[config.mk]
export PLATFORM = sky130hd
export DESIGN_NAME = nbc_log
export DESIGN_NICKNAME = d
export VERILOG_FILES = /design/src/nbc_pkg.sv /design/src/nbc_log.sv
export SDC_FILE = /design/constraint.sdc
export NUM_CORES = 2
export LEC_CHECK = 0
export BUFFER_PORTS_ARGS = -buffer_cell sky130_fd_sc_hd__buf_4
export CAP_MARGIN = 30
export CORE_UTILIZATION = 45
export DETAILED_ROUTE_END_ITERATION = 10
export PLACE_DENSITY_LB_ADDON = 0.1
export RECOVER_POWER = 25
export SLEW_MARGIN = 20
export SYNTH_ARGS = -nofsm -noshare
export SYNTH_HDL_FRONTEND = slang
export SYNTH_SLANG_ARGS = --single-unit
[constraint.sdc]
create_clock -name clk -period 7.63 [get_ports clk]
set_clock_uncertainty 0.15 [all_clocks]
set_input_delay 0.3815 -clock clk [delete_from_list [all_inputs] [get_ports clk]]
set_output_delay 0.3815 -clock clk [all_outputs]
set_load 0.005 [all_outputs]
[src/nbc_pkg.sv]
package nbc_pkg;

  // model dimensions
  localparam int FEATURES   = 192;
  localparam int VALUES     = 5;
  localparam int CLASSES    = 10;
  localparam int COUNT_BITS = 13;

  // fixed field widths of the stream payload
  localparam int FIDX_W      = 8;
  localparam int FVAL_W      = 3;
  localparam int LBL_W       = 4;
  localparam int PRED_W      = 4;
  localparam int IN_TDATA_W  = 16;
  localparam int OUT_TDATA_W = 8;

  localparam int STORE_DEPTH = FEATURES * VALUES * CLASSES;
  localparam int ADDR_W      = $clog2(STORE_DEPTH);
  localparam int CLS_W       = $clog2(CLASSES);

  // log2 in q.10, computed by repeated squaring of a q1.30 mantissa
  localparam int FRAC_BITS = 11;
  localparam int MANT_W    = 31;
  localparam int E_W       = $clog2(COUNT_BITS);
  localparam int ITER_W    = $clog2(FRAC_BITS);
  localparam int LOG_W     = $clog2(COUNT_BITS * 1024 + 1);
  localparam int R_W       = LOG_W + 1;
  localparam int TERM_W    = LOG_W + 1;

  localparam int SCORE_W = 26;

  localparam logic [COUNT_BITS-1:0] COUNT_MAX = {COUNT_BITS{1'b1}};

  typedef logic [COUNT_BITS-1:0]    count_t;
  typedef logic [LOG_W-1:0]         log_t;
  typedef logic signed [SCORE_W-1:0] score_t;
  typedef logic signed [TERM_W-1:0]  term_t;

  typedef struct packed {
    logic   start;
    count_t n;
  } log_req_t;

  typedef struct packed {
    logic done;
    log_t res;
  } log_rsp_t;

  function automatic count_t sat_inc(input count_t v);
    sat_inc = (v == COUNT_MAX) ? COUNT_MAX : v + count_t'(1);
  endfunction

  // score plus term, clamped to the signed score range
  function automatic score_t sat_add(input score_t a, input term_t b);
    logic signed [SCORE_W:0] s;
    s = $signed({a[SCORE_W-1], a}) + (SCORE_W+1)'(b);
    if (s[SCORE_W] != s[SCORE_W-1]) begin
      sat_add = s[SCORE_W] ? {1'b1, {(SCORE_W-1){1'b0}}} : {1'b0, {(SCORE_W-1){1'b1}}};
    end else begin
      sat_add = s[SCORE_W-1:0];
    end
  endfunction

endpackage

[src/nbc_log.sv]
module nbc_log import nbc_pkg::*; (
  input  logic     clk,
  input  logic     rst_n,
  input  log_req_t req,
  output log_rsp_t rsp
);

  logic                     active_r;
  logic                     done_r;
  logic [ITER_W-1:0]        iter_r;
  logic [MANT_W-1:0]        m_r;
  logic [FRAC_BITS-1:0]     frac_r;
  logic [E_W-1:0]           e_r;
  log_t                     res_r;

  logic [E_W-1:0]                   e_in;
  logic [COUNT_BITS+MANT_W-2:0]     shifted;
  logic [2*MANT_W-1:0]              prod;
  logic [MANT_W:0]                  q;
  logic [MANT_W-1:0]                m_nxt;
  logic [FRAC_BITS-1:0]             frac_nxt;
  logic [R_W-1:0]                   r;
  log_t                             res_nxt;

  always_comb begin
    e_in = '0;
    for (int i = 0; i < COUNT_BITS; i++) begin
      if (req.n[i]) begin
        e_in = E_W'(i);
      end
    end
    // normalize so the top bit lands on the q1.30 integer bit
    shifted  = {req.n, {(MANT_W-1){1'b0}}} >> e_in;
    prod     = (2*MANT_W)'(m_r) * (2*MANT_W)'(m_r);
    q        = prod[2*MANT_W-1:MANT_W-1];
    m_nxt    = q[MANT_W] ? q[MANT_W:1] : q[MANT_W-1:0];
    frac_nxt = {frac_r[FRAC_BITS-2:0], q[MANT_W]};
    r        = (R_W'(e_r) << FRAC_BITS) + R_W'(frac_nxt) + R_W'(1);
    res_nxt  = LOG_W'(r >> 1);
  end

  always_ff @(posedge clk) begin
    if (!rst_n) begin
      active_r <= 1'b0;
      done_r   <= 1'b0;
      iter_r   <= '0;
    end else begin
      done_r <= 1'b0;
      if (req.start && !active_r) begin
        if (req.n == '0) begin
          done_r <= 1'b1;
          res_r  <= '0;
        end else begin
          active_r <= 1'b1;
          iter_r   <= '0;
          e_r      <= e_in;
          m_r      <= shifted[MANT_W-1:0];
          frac_r   <= '0;
        end
      end else if (active_r) begin
        m_r    <= m_nxt;
        frac_r <= frac_nxt;
        iter_r <= iter_r + ITER_W'(1);
        if (iter_r == ITER_W'(FRAC_BITS - 1)) begin
          active_r <= 1'b0;
          done_r   <= 1'b1;
          res_r    <= res_nxt;
        end
      end
    end
  end

  assign rsp.done = done_r;
  assign rsp.res  = res_r;

endmodule

==> qor.csv <==
metric,value,unit
status,finished with violations,
violations,"max-capacitance violations, max-slew violations, negative setup slack",
firstDrtPassIters,7,
async_flop_share,0,%
clock_path_buffers,2,
gp_congestion,0.9259,
drive_above_1_share,21.16,%
hold_path.class,in -> reg,
numPortBuffers,30,
cts.sinks,65,
grt_max_degree,61,
r2r_slack,-560,ps
die_area,0.06848,mm2
syn-cell-area,0.03035,mm2
cts_root_buffer,clkbuf_16,
grt_pass1_wl,142.6,mm
cts.clk_slew.worst_paths,70,ps
pin_count,31,
ys_seq_elements,65,
cpMaxStageDelayCell,fa_1,
final_util,56.12,%
cpPeakStageDelay,590,ps
ys_warn_count,0,
antenna_found_initial,2,
endpoint_kind,flop,
area_growth_syn_to_layout,22.46,%
fillers,5877,
syn_nets,4259,
initial_utilization,45.83,%
final_hold_viol_count,0,
synth.area.top_cells,"fa_1 50%, inv_1 11%, ha_1 11%",
worst_setup_path_start_kind,flop,
synth_top_area_share,49.54,%
die_w,261.7,um
fmax,122.1,MHz
synthFlopType,edfxtp_1,
period_needed,8187,ps
cts_made_buffers,9,
cpMostUsedCell,fa_1,
crit_required,7560,ps
cp.arrival,8110,ps
cts_hold_buf,0,
grtUsageTotal,27.35,%
num_vias,22930,
cts_tree,yes,
ys_types,71,
rsz0062_at_grt,yes,
worst-path-max-fanout,5,
grt.overflow.total,0,
viasPerCell,5.044,
synth_cells,3229,
finalMaxSlewViolations,8,
nNetsFinal,4707,
drtIter0Drc,1213,
layout_setup_ws,-557.2,ps
synth_enable_flop_cells,59,
holdWs,134.6,ps
synth_top_area_cell,fa_1,
finalSetupViolations,46,
hpwl,75.58,mm
syn_avg_cell_area,9.398,um2
rows,94,
h-tree-depth,3,
max_slew_margin,-50.11,%
yosysSeqAreaShare,6.234,%
clkLatencyLatePin,360,ps
max_slew.worst_pin.slew,2195,ps
worstSetupPathType,reg -> reg,
wl,87.98,mm
place_ws,-1138,ps
drt.antenna.violating_nets,0,
die_h,261.7,um
wl_per_cell,19.35,um
fin_cells,4546,
max-cap-violations,1,
period_share,107.3,%
dp.cells,4473,
drc,0,
diodes,0,
core,0.06622,mm2
grt_pass1_vias,26300,
## cell usage in the layout, fill, tap and decap left out, types with 7 or more instances in the layout
master / count
inv_1: 903
fa_1: 726
buf_4: 460
nand2_1: 314
ha_1: 241
and2_1: 160
nor2_1: 93
edfxtp_1: 59
a21oi_1: 58
o21ai_0: 42
buf_12: 41
buf_6: 33
mux2i_1: 31
xnor2_1: 30
a21o_1: 29
fa_2: 25
inv_2: 24
nor2b_1: 23
xor2_1: 22
nand4_1: 21
ha_4: 19
and2_4: 15
and3_1: 15
nand2_2: 14
nand3_1: 13
clkbuf_4: 13
a31oi_1: 11
nor3_1: 11
clkbuf_16: 10
a21oi_2: 9
nor2_4: 8
o21bai_1: 8
o21a_1: 7
o211ai_1: 7
a211oi_1: 7
## cell families after synthesis
logic type	synth area share [%]
AO/OA/AOI/OAI	5.488
XOR/XNOR	1.645
adder cells (fa/ha/maj)	60.39
buffers and inverters	13.12
flip-flops	6.234
multiplexers	1.406
AND/OR/NAND/NOR	11.72
## sequential cells by signal, indices dropped and copies added, names as in the netlist
signal	cells
m_r	31
res_r	14
frac_r	10
e_r	4
iter_r	4
active_r	1
done_r	1
## routing by layer
metal / up-vias / GRT usage, % / wire, um
met4: 0 / 7.267 / 2704
met3: 133 / 2.575 / 3230
met1: 11860 / 36.03 / 37280
met5: - / 0 / 0
li1: 10460 / - / -
met2: 480 / 48.18 / 44770
## cell type report
cell class | instances | area, um2 | area share [%]
multi-input combinational | 2114 | 25500 | 68.61
timing repair buffer | 557 | 4896 | 13.17
inverter | 930 | 3495 | 9.404
sequential | 65 | 1892 | 5.091
tap | 864 | 1081 | 2.909
clock buffer | 9 | 225.2 | 0.6060
clock inverter | 7 | 77.57 | 0.2087
## critical path, delay by kind of cell, from the launching register on
family,cells,cell delay [ps]
AO/OA/AOI/OAI,3,780
AND/OR/NAND/NOR,6,790
flip-flops,1,450
buffers and inverters,9,1140
multiplexers,1,220
adder cells (fa/ha/maj),9,4370
## cell usage after synthesis, types with 8 or more instances
master / instances
inv_1: 927
fa_1: 751
nand2_1: 334
ha_1: 263
and2_1: 175
clkbuf_1: 107
nor2_1: 107
a21oi_1: 73
edfxtp_1: 59
o21ai_0: 53
mux2i_1: 37
xnor2_1: 32
a21o_1: 29
nor2b_1: 25
xor2_1: 25
nand4_1: 21
and3_1: 17
nand3_1: 16
nor3_1: 16
a211oi_1: 12
a31oi_1: 12
o21bai_1: 8
## repair_timing
action / CTS / global route
buffers inserted: 43 / 14
gates resized for setup: 180 / 96
cloned: 3 / 1
pin swaps: 112 / 67
endpoints found under the setup margin: 46 / 46
## through the flow
| stage | setup TNS (ps) | instance area [um2] |
|---|---|---|
| 6_report | -19830 | 37160 |
| 5_1_grt | -29310 | 37160 |
| 4_1_cts | -16350 | 36700 |
| 3_5_place_dp | -31630 | 35220 |
| 3_3_place_gp | -28590 | 35220 |
| 2_1_floorplan | -283.8 | 30710 |
## worst paths after layout
kind | startpoint | endpoint | cells past startpoint
min reg2reg | iter_r[3] | iter_r[3] | 2
min | rst_n | iter_r[2] | 2
max | m_r[15] | m_r[5] | 28
max reg2reg | m_r[15] | m_r[5] | 28
Power is left out: the tool's default activity adds up to more than one toggle a clock period on the data nets, which glitch-free logic cannot reach.
